$ cat src/hdl/mrds_pkg.sv
// ----------------------------------------------------------------------------
// mrds_pkg
// Shared widths, register indexes and the queue item type of the masked
// region depth statistics block.
// ----------------------------------------------------------------------------
package mrds_pkg;

    localparam int XW    = 11;  // pixel column
    localparam int YW    = 10;  // pixel row
    localparam int COLW  = 8;   // one colour component
    localparam int DEPW  = 16;  // depth sample and depth results
    localparam int CNTW  = 22;  // match count
    localparam int SUMW  = 37;  // depth sum
    localparam int BXW   = 12;  // box column bounds
    localparam int BYW   = 11;  // box row bounds

    localparam int CFG_IDX_W = 3;
    localparam int CFG_DW    = 12;

    localparam int FIFO_DEPTH = 4;
    localparam int FIFO_AW    = 2;

    // Register indexes of the configuration port
    localparam logic [CFG_IDX_W-1:0] REG_X_START = 3'd0;
    localparam logic [CFG_IDX_W-1:0] REG_X_STOP  = 3'd1;
    localparam logic [CFG_IDX_W-1:0] REG_Y_START = 3'd2;
    localparam logic [CFG_IDX_W-1:0] REG_Y_STOP  = 3'd3;
    localparam logic [CFG_IDX_W-1:0] REG_RED     = 3'd4;
    localparam logic [CFG_IDX_W-1:0] REG_GREEN   = 3'd5;
    localparam logic [CFG_IDX_W-1:0] REG_BLUE    = 3'd6;

    // One classified pixel on its way from the front part to the back part
    typedef struct packed {
        logic            hit;
        logic [DEPW-1:0] depth;
        logic            last;
    } t_item;

endpackage

$ cat src/hdl/masked_region_depth_stats.sv
// ----------------------------------------------------------------------------
// masked_region_depth_stats
// Depth statistics (count, mean, minimum, maximum) of the pixels of one label
// colour inside a configured box, one result per frame.
// ----------------------------------------------------------------------------
// Pixels stream in one per cycle. A pixel matches when it lies inside the
// image, inside the box [box_x_start, box_x_stop) x [box_y_start, box_y_stop)
// and its label colour equals the configured colour. The pixel flagged last
// closes the frame: it is counted first, then a result transfer carries the
// match count, the truncated mean depth, the minimum, the maximum and found.
// With no match, found and every other field are zero. Count and sum
// saturate; a mean beyond the depth range reads as the largest depth.
// Rate: one pixel per cycle for ordinary pixels. A last pixel holds the
// back part through the accumulate step, the bit-serial mean divider and
// the load of the result register, so the next frame starts to see input
// stall once the 4-entry pixel queue has filled. The result register lets
// the next frame accumulate while a result waits.
// Configuration writes are always ready and take effect at once; write them
// only while no frame is in flight. Register indexes: 0 box_x_start,
// 1 box_x_stop, 2 box_y_start, 3 box_y_stop, 4 match_red, 5 match_green,
// 6 match_blue; index 7 is ignored.
// ----------------------------------------------------------------------------
module masked_region_depth_stats #(
    parameter int IMAGE_WIDTH  = 2048,
    parameter int IMAGE_HEIGHT = 1024,
    parameter int DEPTH_BITS   = 16
) (
    input  logic                            i_clk,
    input  logic                            i_rst_n,
    // configuration write channel
    input  logic                            i_cfg_valid,
    output logic                            o_cfg_ready,
    input  logic [mrds_pkg::CFG_IDX_W-1:0]  i_cfg_index,
    input  logic [mrds_pkg::CFG_DW-1:0]     i_cfg_data,
    // pixel channel
    input  logic                            i_in_valid,
    output logic                            o_in_stall,
    input  logic [mrds_pkg::XW-1:0]         i_pixel_x,
    input  logic [mrds_pkg::YW-1:0]         i_pixel_y,
    input  logic [mrds_pkg::COLW-1:0]       i_pix_red,
    input  logic [mrds_pkg::COLW-1:0]       i_pix_green,
    input  logic [mrds_pkg::COLW-1:0]       i_pix_blue,
    input  logic [mrds_pkg::DEPW-1:0]       i_depth_sample,
    input  logic                            i_last_pixel,
    // result channel
    output logic                            o_out_valid,
    input  logic                            i_out_stall,
    output logic [mrds_pkg::CNTW-1:0]       o_match_count,
    output logic [mrds_pkg::DEPW-1:0]       o_mean_depth,
    output logic [mrds_pkg::DEPW-1:0]       o_min_depth,
    output logic [mrds_pkg::DEPW-1:0]       o_max_depth,
    output logic                            o_found
);
    import mrds_pkg::*;

    t_item front_item;
    t_item queue_item;
    logic  queue_full;
    logic  queue_nonempty;
    logic  back_pop;

    // Classify each pixel as it arrives
    mrds_front #(
        .IMAGE_WIDTH  (IMAGE_WIDTH),
        .IMAGE_HEIGHT (IMAGE_HEIGHT),
        .DEPTH_BITS   (DEPTH_BITS)
    ) u_front (
        .i_clk          (i_clk),
        .i_rst_n        (i_rst_n),
        .i_cfg_valid    (i_cfg_valid),
        .o_cfg_ready    (o_cfg_ready),
        .i_cfg_index    (i_cfg_index),
        .i_cfg_data     (i_cfg_data),
        .i_pixel_x      (i_pixel_x),
        .i_pixel_y      (i_pixel_y),
        .i_pix_red      (i_pix_red),
        .i_pix_green    (i_pix_green),
        .i_pix_blue     (i_pix_blue),
        .i_depth_sample (i_depth_sample),
        .i_last_pixel   (i_last_pixel),
        .o_item         (front_item)
    );

    // Hold input only when the queue is full
    assign o_in_stall = queue_full;

    mrds_fifo u_fifo (
        .i_clk      (i_clk),
        .i_rst_n    (i_rst_n),
        .i_push     (i_in_valid),
        .i_item     (front_item),
        .o_full     (queue_full),
        .i_pop      (back_pop),
        .o_nonempty (queue_nonempty),
        .o_item     (queue_item)
    );

    // Accumulate, divide on the frame end, present the result
    mrds_back #(
        .DEPTH_BITS (DEPTH_BITS)
    ) u_back (
        .i_clk         (i_clk),
        .i_rst_n       (i_rst_n),
        .i_item_valid  (queue_nonempty),
        .i_item        (queue_item),
        .o_pop         (back_pop),
        .o_out_valid   (o_out_valid),
        .i_out_stall   (i_out_stall),
        .o_match_count (o_match_count),
        .o_mean_depth  (o_mean_depth),
        .o_min_depth   (o_min_depth),
        .o_max_depth   (o_max_depth),
        .o_found       (o_found)
    );

endmodule

$ cat src/hdl/mrds_front.sv
// ----------------------------------------------------------------------------
// mrds_front
// Configuration registers and pixel classification: box, image bounds and
// label colour test, depth masking.
// ----------------------------------------------------------------------------
module mrds_front #(
    parameter int IMAGE_WIDTH  = 2048,
    parameter int IMAGE_HEIGHT = 1024,
    parameter int DEPTH_BITS   = 16
) (
    input  logic                            i_clk,
    input  logic                            i_rst_n,
    input  logic                            i_cfg_valid,
    output logic                            o_cfg_ready,
    input  logic [mrds_pkg::CFG_IDX_W-1:0]  i_cfg_index,
    input  logic [mrds_pkg::CFG_DW-1:0]     i_cfg_data,
    input  logic [mrds_pkg::XW-1:0]         i_pixel_x,
    input  logic [mrds_pkg::YW-1:0]         i_pixel_y,
    input  logic [mrds_pkg::COLW-1:0]       i_pix_red,
    input  logic [mrds_pkg::COLW-1:0]       i_pix_green,
    input  logic [mrds_pkg::COLW-1:0]       i_pix_blue,
    input  logic [mrds_pkg::DEPW-1:0]       i_depth_sample,
    input  logic                            i_last_pixel,
    output mrds_pkg::t_item                 o_item
);
    import mrds_pkg::*;

    localparam int DW = (DEPTH_BITS < DEPW) ? DEPTH_BITS : DEPW;
    localparam logic [DEPW-1:0] DepthMask = DEPW'((64'd1 << DW) - 64'd1);
    localparam logic [12:0] ImgW = 13'(IMAGE_WIDTH);
    localparam logic [12:0] ImgH = 13'(IMAGE_HEIGHT);

    logic [BXW-1:0]  r_x_start, r_x_stop;
    logic [BYW-1:0]  r_y_start, r_y_stop;
    logic [COLW-1:0] r_red, r_green, r_blue;

    logic [BXW-1:0] x_ext;
    logic [BYW-1:0] y_ext;
    logic           in_img, in_box, col_eq;

    assign o_cfg_ready = 1'b1;

    always_ff @(posedge i_clk) begin
        if (!i_rst_n) begin
            r_x_start <= '0;
            r_x_stop  <= 12'd2048;
            r_y_start <= '0;
            r_y_stop  <= 11'd1024;
            r_red     <= '0;
            r_green   <= '0;
            r_blue    <= '0;
        end else if (i_cfg_valid) begin
            case (i_cfg_index)
                REG_X_START: r_x_start <= i_cfg_data[BXW-1:0];
                REG_X_STOP:  r_x_stop  <= i_cfg_data[BXW-1:0];
                REG_Y_START: r_y_start <= i_cfg_data[BYW-1:0];
                REG_Y_STOP:  r_y_stop  <= i_cfg_data[BYW-1:0];
                REG_RED:     r_red     <= i_cfg_data[COLW-1:0];
                REG_GREEN:   r_green   <= i_cfg_data[COLW-1:0];
                REG_BLUE:    r_blue    <= i_cfg_data[COLW-1:0];
                default: ;  // drop writes beyond the register list
            endcase
        end
    end

    assign x_ext  = {1'b0, i_pixel_x};
    assign y_ext  = {1'b0, i_pixel_y};
    assign in_img = ({2'b00, i_pixel_x} < ImgW) && ({3'b000, i_pixel_y} < ImgH);
    assign in_box = (x_ext >= r_x_start) && (x_ext < r_x_stop) &&
                    (y_ext >= r_y_start) && (y_ext < r_y_stop);
    assign col_eq = (i_pix_red == r_red) && (i_pix_green == r_green) &&
                    (i_pix_blue == r_blue);

    always_comb begin
        o_item.hit   = in_img && in_box && col_eq;
        o_item.depth = i_depth_sample & DepthMask;
        o_item.last  = i_last_pixel;
    end

endmodule

$ cat src/hdl/mrds_fifo.sv
// ----------------------------------------------------------------------------
// mrds_fifo
// Short queue of classified pixels between the front and back parts.
// ----------------------------------------------------------------------------
module mrds_fifo (
    input  logic            i_clk,
    input  logic            i_rst_n,
    input  logic            i_push,
    input  mrds_pkg::t_item i_item,
    output logic            o_full,
    input  logic            i_pop,
    output logic            o_nonempty,
    output mrds_pkg::t_item o_item
);
    import mrds_pkg::*;

    t_item                r_mem [FIFO_DEPTH];
    logic [FIFO_AW-1:0]   r_wr_ptr, r_rd_ptr;
    logic [FIFO_AW:0]     r_count;
    logic                 do_push, do_pop;

    assign o_full     = (r_count == (FIFO_AW+1)'(FIFO_DEPTH));
    assign o_nonempty = (r_count != '0);
    assign do_push    = i_push && !o_full;
    assign do_pop     = i_pop && o_nonempty;
    assign o_item     = r_mem[r_rd_ptr];

    always_ff @(posedge i_clk) begin
        if (do_push) begin
            r_mem[r_wr_ptr] <= i_item;
        end
    end

    always_ff @(posedge i_clk) begin
        if (!i_rst_n) begin
            r_wr_ptr <= '0;
            r_rd_ptr <= '0;
            r_count  <= '0;
        end else begin
            if (do_push) begin
                r_wr_ptr <= r_wr_ptr + 1'b1;
            end
            if (do_pop) begin
                r_rd_ptr <= r_rd_ptr + 1'b1;
            end
            case ({do_push, do_pop})
                2'b10:   r_count <= r_count + 1'b1;
                2'b01:   r_count <= r_count - 1'b1;
                default: r_count <= r_count;
            endcase
        end
    end

endmodule

$ cat src/hdl/mrds_back.sv
// ----------------------------------------------------------------------------
// mrds_back
// Running count, sum, minimum and maximum; on the last pixel a bit-serial
// restoring divide for the mean, then the result register.
// ----------------------------------------------------------------------------
module mrds_back #(
    parameter int DEPTH_BITS = 16
) (
    input  logic                        i_clk,
    input  logic                        i_rst_n,
    input  logic                        i_item_valid,
    input  mrds_pkg::t_item             i_item,
    output logic                        o_pop,
    output logic                        o_out_valid,
    input  logic                        i_out_stall,
    output logic [mrds_pkg::CNTW-1:0]   o_match_count,
    output logic [mrds_pkg::DEPW-1:0]   o_mean_depth,
    output logic [mrds_pkg::DEPW-1:0]   o_min_depth,
    output logic [mrds_pkg::DEPW-1:0]   o_max_depth,
    output logic                        o_found
);
    import mrds_pkg::*;

    localparam int DW = (DEPTH_BITS < DEPW) ? DEPTH_BITS : DEPW;
    localparam logic [DEPW-1:0] DepthMax = DEPW'((64'd1 << DW) - 64'd1);
    localparam int STW = $clog2(SUMW);

    localparam logic [1:0] ST_ACC = 2'd0;
    localparam logic [1:0] ST_DIV = 2'd1;
    localparam logic [1:0] ST_OUT = 2'd2;

    logic [1:0]      r_state;
    logic [STW-1:0]  r_step;

    logic [CNTW-1:0] r_count, n_count;
    logic [SUMW-1:0] r_sum,   n_sum;
    logic [DEPW-1:0] r_min,   n_min;
    logic [DEPW-1:0] r_max,   n_max;

    logic [SUMW-1:0] r_quo;
    logic [CNTW-1:0] r_rem, r_den;
    logic [DEPW-1:0] r_res_min, r_res_max;

    logic [SUMW:0]   sum_wide;
    logic [CNTW:0]   rem_sh;
    logic            rem_ge;
    logic            out_free;

    assign o_pop    = i_item_valid && (r_state == ST_ACC);
    assign out_free = !o_out_valid || !i_out_stall;

    // Accumulator update for the pixel at the head of the queue
    always_comb begin
        sum_wide = {1'b0, r_sum} + (SUMW+1)'(i_item.depth);
        n_count  = r_count;
        n_sum    = r_sum;
        n_min    = r_min;
        n_max    = r_max;
        if (i_item.hit) begin
            if (r_count != '1) begin
                n_count = r_count + 1'b1;
            end
            n_sum = sum_wide[SUMW] ? '1 : sum_wide[SUMW-1:0];
            if (i_item.depth < r_min) begin
                n_min = i_item.depth;
            end
            if (i_item.depth > r_max) begin
                n_max = i_item.depth;
            end
        end
    end

    // One quotient bit per step
    assign rem_sh = {r_rem, r_quo[SUMW-1]};
    assign rem_ge = (rem_sh >= {1'b0, r_den});

    always_ff @(posedge i_clk) begin
        if (r_state == ST_ACC && o_pop && i_item.last) begin
            r_quo     <= n_sum;
            r_rem     <= '0;
            r_den     <= n_count;
            r_res_min <= n_min;
            r_res_max <= n_max;
        end else if (r_state == ST_DIV) begin
            r_quo <= {r_quo[SUMW-2:0], rem_ge};
            r_rem <= rem_ge ? CNTW'(rem_sh - {1'b0, r_den}) : rem_sh[CNTW-1:0];
        end
    end

    always_ff @(posedge i_clk) begin
        if (r_state == ST_OUT && out_free) begin
            if (r_den == '0) begin
                o_match_count <= '0;
                o_mean_depth  <= '0;
                o_min_depth   <= '0;
                o_max_depth   <= '0;
                o_found       <= 1'b0;
            end else begin
                o_match_count <= r_den;
                o_mean_depth  <= (r_quo > SUMW'(DepthMax)) ? DepthMax : r_quo[DEPW-1:0];
                o_min_depth   <= r_res_min;
                o_max_depth   <= r_res_max;
                o_found       <= 1'b1;
            end
        end
    end

    always_ff @(posedge i_clk) begin
        if (!i_rst_n) begin
            r_state     <= ST_ACC;
            r_step      <= '0;
            r_count     <= '0;
            r_sum       <= '0;
            r_min       <= DepthMax;
            r_max       <= '0;
            o_out_valid <= 1'b0;
        end else begin
            // drop the taken result unless a new one replaces it this cycle
            if (o_out_valid && !i_out_stall && r_state != ST_OUT) begin
                o_out_valid <= 1'b0;
            end
            case (r_state)
                ST_ACC: begin
                    if (o_pop) begin
                        if (i_item.last) begin
                            r_count <= '0;
                            r_sum   <= '0;
                            r_min   <= DepthMax;
                            r_max   <= '0;
                            r_step  <= '0;
                            r_state <= ST_DIV;
                        end else begin
                            r_count <= n_count;
                            r_sum   <= n_sum;
                            r_min   <= n_min;
                            r_max   <= n_max;
                        end
                    end
                end
                ST_DIV: begin
                    r_step <= r_step + 1'b1;
                    if (r_step == STW'(SUMW - 1)) begin
                        r_state <= ST_OUT;
                    end
                end
                ST_OUT: begin
                    if (out_free) begin
                        o_out_valid <= 1'b1;
                        r_state     <= ST_ACC;
                    end else begin
                        o_out_valid <= 1'b1;
                    end
                end
                default: r_state <= ST_ACC;
            endcase
        end
    end

endmodule

$ cat config.mk
export PLATFORM = sky130hd
export DESIGN_NAME = masked_region_depth_stats
export DESIGN_NICKNAME = d
export VERILOG_FILES = /design/src/hdl/mrds_pkg.sv /design/src/hdl/masked_region_depth_stats.sv /design/src/hdl/mrds_front.sv /design/src/hdl/mrds_fifo.sv /design/src/hdl/mrds_back.sv
export SDC_FILE = /design/constraint.sdc
export NUM_CORES = 1
export LEC_CHECK = 0
export ABC_AREA = 1
export BUFFER_PORTS_ARGS = -buffer_cell sky130_fd_sc_hd__buf_2
export CAP_MARGIN = 15
export CORE_MARGIN = 2
export CORE_UTILIZATION = 60
export CTS_CLUSTER_DIAMETER = 30
export DETAILED_ROUTE_END_ITERATION = 10
export GPL_TIMING_DRIVEN = 0
export HOLD_SLACK_MARGIN = 0.03
export PLACE_DENSITY = 0.79
export SLEW_MARGIN = 25
export SYNTH_ARGS = -nofsm -noshare
export SYNTH_HDL_FRONTEND = slang
export SYNTH_HIERARCHICAL = 1
export SYNTH_SLANG_ARGS = --single-unit
$ cat constraint.sdc
create_clock -name i_clk -period 5.7 [get_ports i_clk]
set_input_delay 0.57 -clock i_clk [delete_from_list [all_inputs] [get_ports i_clk]]
set_output_delay 0.57 -clock i_clk [all_outputs]
set_load 0.03 [all_outputs]
---- Word level (Yosys, flattened, before mapping) ----
Memories as Yosys holds them, arrays and structs flattened. A register that Yosys moved wholly into a read port is not among the register bits.
Index checks and enable logic that the tools add are counted.
storage, ports and cells
  memory bits (writable) .................. 72
  memories kept ........................... 1
  logic and storage cells ................. 133
  flip-flop bits (word level) ............. 361
  input port bits ......................... 82
cells by class
  reductions and logical operators ........ 36
  add/subtract/negate cells ............... 8
  magnitude comparators ................... 8
  muxes and demuxes ....................... 32
  equality and inequality tests ........... 21
memory list
  name          depth  bits a word  rd ports  clocked after Yosys merged registers in  wr ports  RTL line         text
  u_fifo.r_mem  4      18           1         1                                        1         mrds_fifo.sv:17  t_item r_mem [FIFO_DEPTH];
operators by type and width
  cell                     number
  $mux W37                 5
  $mux W16                 7
  $mux W22                 4
  $add A37 B16 Y38         1
  $gt A37 B16 Y1 const B   1
  $eq A8 B8 Y1             3
  $ge A23 B22 Y1           1
  $add A22 B1 Y22 const B  1
  $logic_not A22 Y1        1
  $ne A22 B22 Y1 const B   1
  $sub A22 B22 Y22         1
  $gt A16 B16 Y1           1
  $lt A16 B16 Y1           1
  $reduce_and A2 Y1        8
  $logic_and A1 B1 Y1      14
  $eq A3 B3 Y1 const B     4
  $ge A11 B12 Y1           1
  $lt A11 B12 Y1           1
  $mux W2                  6
  $mux W6                  2
  $pmux W6 S2              1
  $ge A10 B11 Y1           1
  $lt A10 B11 Y1           1
  $reduce_bool A2 Y1       4
  21 further kinds         34

---- Depth between registers and ports, before layout ----
  depth in word-level cells ............... 5
  gate-level depth with buffers ........... 22

---- Cells and area by module ----
Netlist, hierarchy kept.
by module, submodules not included
  module      area each (µm²)  seq. area each (µm²)  cells each  instances
  mrds_back   16075.4          7307.0                2047        1
  mrds_front  4112.7           1401.3                595         1
  mrds_fifo   3263.1           2342.2                243         1

---- Worst setup path before layout ----
No wires, ideal clock.
  path type ............................... input-to-reg
  start point ............................. input port i_out_stall
  end point ............................... register u_back.o_found, enable pin
  setup time .............................. 0.524 ns
  buffers on the path ..................... 0
  setup slack ............................. 1.141 ns
  stages .................................. 1
  data required time ...................... 5.176 ns
  arrival time ............................ 4.035 ns
  cells stage by stage .................... a21oi_1
between the ends
  longest elaborated chain between the ends .. 3
RTL lines
  item                  RTL line                         text
  from (decl)           masked_region_depth_stats.sv:47  input logic i_out_stall,
  $logic_not A1 Y1      mrds_back.sv:50                  assign out_free = !o_out_valid || !i_out_stall;
  $logic_or A1 B1 Y1    mrds_back.sv:50
  $logic_and A1 B1 Y1   mrds_back.sv:91                  if (r_state == ST_OUT && out_free) begin
  to (signal assigned)  mrds_back.sv:97                  o_found <= 1'b0;
  to (signal assigned)  mrds_back.sv:103                 o_found <= 1'b1;
  to (decl)             mrds_back.sv:20                  output logic o_found
No other way between the ends.
A chain may end at the register's enable or synchronous reset.

==> results_dict.tcl <==
set metrics [dict create \
    gp_congestion 0.963 \
    crit_chain "buf_6 -> buf_6 -> o21ai_0 -> o22ai_1 -> inv_1 -> fa_1 -> inv_1 -> nand2_1 -> nand2_1 -> nand2_1 -> o21ai_0 -> nand2_1 -> nand2_1 -> nand2_1 -> nand2_1 -> nand2_1 -> nand2_1 -> nand3_1 -> nand2_1 -> o21ai_0" \
    hpwl_mm 46.0 \
    clk_path_buf_depth 3 \
    die_area_mm2 0.0407 \
    instances_no_fill 3713 \
    cts_made_buffers 87 \
    syn_nets 3087 \
    slew_violations 0 \
    track_usage 0.316 \
    cts_setup_buffers 0 \
    rsz0062_at_grt "no" \
    period_share 0.746 \
    dp.cells 3549 \
    critPathMaxFanout 10 \
    swShare 0.404 \
    cts-root-buf "clkbuf_16" \
    hold_path_class "in2reg" \
    multi_input_area_mm2 0.0101 \
    start_kind "flop" \
    slowest_delay_ps 640 \
    max_freq_mhz 235 \
    critical_path_arrival_ps 4570 \
    clk_latency_ps 600 \
    vias 20772 \
    synth_edf_count 234 \
    antenna_found_initial 1 \
    die_w_um 202 \
    fin_ws_ps 1450 \
    drt_wl_total_mm 64.6 \
    grt_pass1_wl_mm 103 \
    finalHoldViolations 0 \
    ys_ff_latch 435 \
    port_buffers 137 \
    cts_sinks 435 \
    powerDensity_mw_per_mm2 598 \
    crit_type "reg2reg" \
    ctsHoldBuffers 0 \
    cts.htree.levels 3 \
    slowest_stage "o22ai_1" \
    power_frac_clock 0.314 \
    drive_gt1_frac 0.146 \
    power_mw 16.8 \
    yosysSeqAreaShare 0.471 \
    p_int_mw 9.99 \
    die_h_um 202 \
    cts.repair.resized 0 \
    drc 0 \
    fill_cells 2870 \
    netlist_area_mm2 0.0235 \
    p_leak_nw 12.2 \
    crit_buf_inv 4 \
    gr-total-overflow 0 \
    synth.avg_cell_area_um2 8.13 \
    p_seq_frac 0.284 \
    initial_core_util 0.607 \
    finalSetupViolCount 0 \
    status "finished, final reports clean" \
    worstPathRequired_ps 6020 \
    pwr-share-comb 0.403 \
    period_needed_ps 4250 \
    cts_tree "yes" \
    tightest_slew_ps 894 \
    syn_inst 2885 \
    relSlewSlack 0.404 \
    synth_cell_types 59 \
    endpoint_kind "flop" \
    peakVddDrop_mv 0.346 \
    final_antenna_net_count 0 \
    grt_max_degree 34 \
    switchingPower_mw 6.78 \
    pre_cts_slack_ps 1670 \
    first_pass_iters 7 \
    critPathMostFrequentCell "nand2_1" \
    ioPinCount 156 \
    finalHoldWorstSlack_ps 175 \
    syn_to_final_growth_pct 19.6 \
    yosysWarnings 6 \
    synthArstFlopShare 0 \
    vias_per_cell 5.59 \
    seq_area_mm2 0.0111 \
    grt_pass1_vias 20147 \
    wl_per_cell_um 17.4 \
    rows 72 \
    cap_viol_max_count 0 \
    finalClockSkew_ps 26.1 \
    path_clk_slew_ps 50 \
    drt_iter0_drc 1916 \
    placeableCoreArea_mm2 0.0386 \
    nets 3322 \
    synth_ff_type "edfxtp_1" \
    cpLargestDelayFamily "compound AO/OA/AOI/OAI gates" \
]
[worst paths after layout]
check / from / endpoint / slack [ps] / cells after the start
setup / recovery: flop / u_back/r_quo[18]$_DFFE_PP_ / 1450 / 20
hold / removal: i_depth_sample[0] / u_fifo/r_mem[0][1]$_DFFE_PP_ / 180 / 1
setup reg to reg: flop / u_back/r_quo[18]$_DFFE_PP_ / 1450 / 20
hold reg to reg: u_front/r_x_start[3]$_SDFFE_PN0P_ / u_front/r_x_start[3]$_SDFFE_PN0P_ / 460 / 2
[layout by cell type, fill, tap and decap left out, types with 25 or more instances in the layout]
master,n
nand2_1,683
inv_1,376
edfxtp_1,234
a21oi_1,224
nor2_1,201
dfxtp_1,201
nand3_1,192
o21ai_0,164
buf_2,148
ha_1,117
clkbuf_16,90
clkbuf_1,83
nand4_1,38
o21ai_1,31
nor3_1,25
[state kept, by name, indices dropped and copies added (netlist names), 12 cells and up, named ones only]
name,flops
u_back/r_quo,37
u_back/o_match_count,22
u_back/r_rem,22
u_back/o_mean_depth,16
u_back/r_res_max,16
u_back/r_sum,37
u_back/o_max_depth,16
u_back/r_min,16
u_front/r_x_start,12
u_back/r_max,16
u_back/r_count,22
u_front/r_x_stop,12
u_back/o_min_depth,16
u_fifo/r_mem,72
u_back/r_res_min,16
u_back/r_den,22
[power groups by stage]
stage                     Clock [mW]  Sequential (mW)  Combinational (mW)
after CTS                       5.31             4.75                6.59
after global routing            5.46             4.82                7.43
after global placement             0             4.80                6.20
final                           5.26             4.76                6.75
after floorplan                    0             4.76                4.55
after detailed placement           0             4.78                6.47
[synth_stat cells (all sizes together) (17+ instances only)]
cell    count  area (um2)
a21oi     235        1210
edfxtp    234        7030
o21ai     204        1050
and2       17         106
nand3b     19         143
inv       396        1500
xor2       21         184
ha        117        1460
or2        24         150
dfxtp     201        4020
nor2      221         885
buf        60         494
clkbuf     74         282
nand4      39         250
nor3       32         203
nand3     202        1060
xnor2      17         149
nand2     696        2670
o22ai      19         119
[cell type report]
| type | count | area share |
|---|---|---|
| multi-input combinational | 1917 | 0.361 |
| clock buffer | 104 | 0.0836 |
| tap | 518 | 0.0231 |
| sequential | 435 | 0.394 |
| inverter | 397 | 0.0539 |
| clock inverter | 58 | 0.0257 |
| timing repair buffer | 146 | 0.0301 |
| antenna | 2 | 0.000178 |
| buffer | 136 | 0.0283 |
[worst reg2reg max path, stage by stage, from the launching register on]
cell	delay (ps)
dfxtp_1	320
buf_6	170
buf_6	180
o21ai_0	120
o22ai_1	640
inv_1	310
fa_1	490
inv_1	70
nand2_1	80
nand2_1	100
nand2_1	80
o21ai_0	420
nand2_1	140
nand2_1	160
nand2_1	60
nand2_1	220
nand2_1	90
nand2_1	80
nand3_1	80
nand2_1	70
o21ai_0	90
[metal layers]
layer	GRT usage	share of wire
met1	0.397	0.40
met5	0	0
met3	0.0559	0.084
met2	0.534	0.48
met4	0.143	0.037
[per-stage QoR]
| stage | util | instance area (um2) | setup TNS [ps] |
|---|---|---|---|
| after detailed placement | 0.646 | 25000 | 0 |
| after global placement | 0.641 | 24800 | -9260 |
| after global routing | 0.725 | 28000 | 0 |
| final | 0.726 | 28000 | 0 |
| after floorplan | - | 23500 | 0 |
| after CTS | 0.725 | 28000 | 0 |
[kinds of logic (layout without fill, tap and decap cells)]
group,count (synthesis),after routing,synth area share
flops,435,435,0.471
other cells,1,3,0.000160
xor+xnor,38,38,0.0142
compound gates,493,493,0.114
buf+inv,533,841,0.0983
simple gates,1265,1265,0.237
fa+ha+maj,120,120,0.0650
No activity file was read; power rests on OpenSTA's default activity.
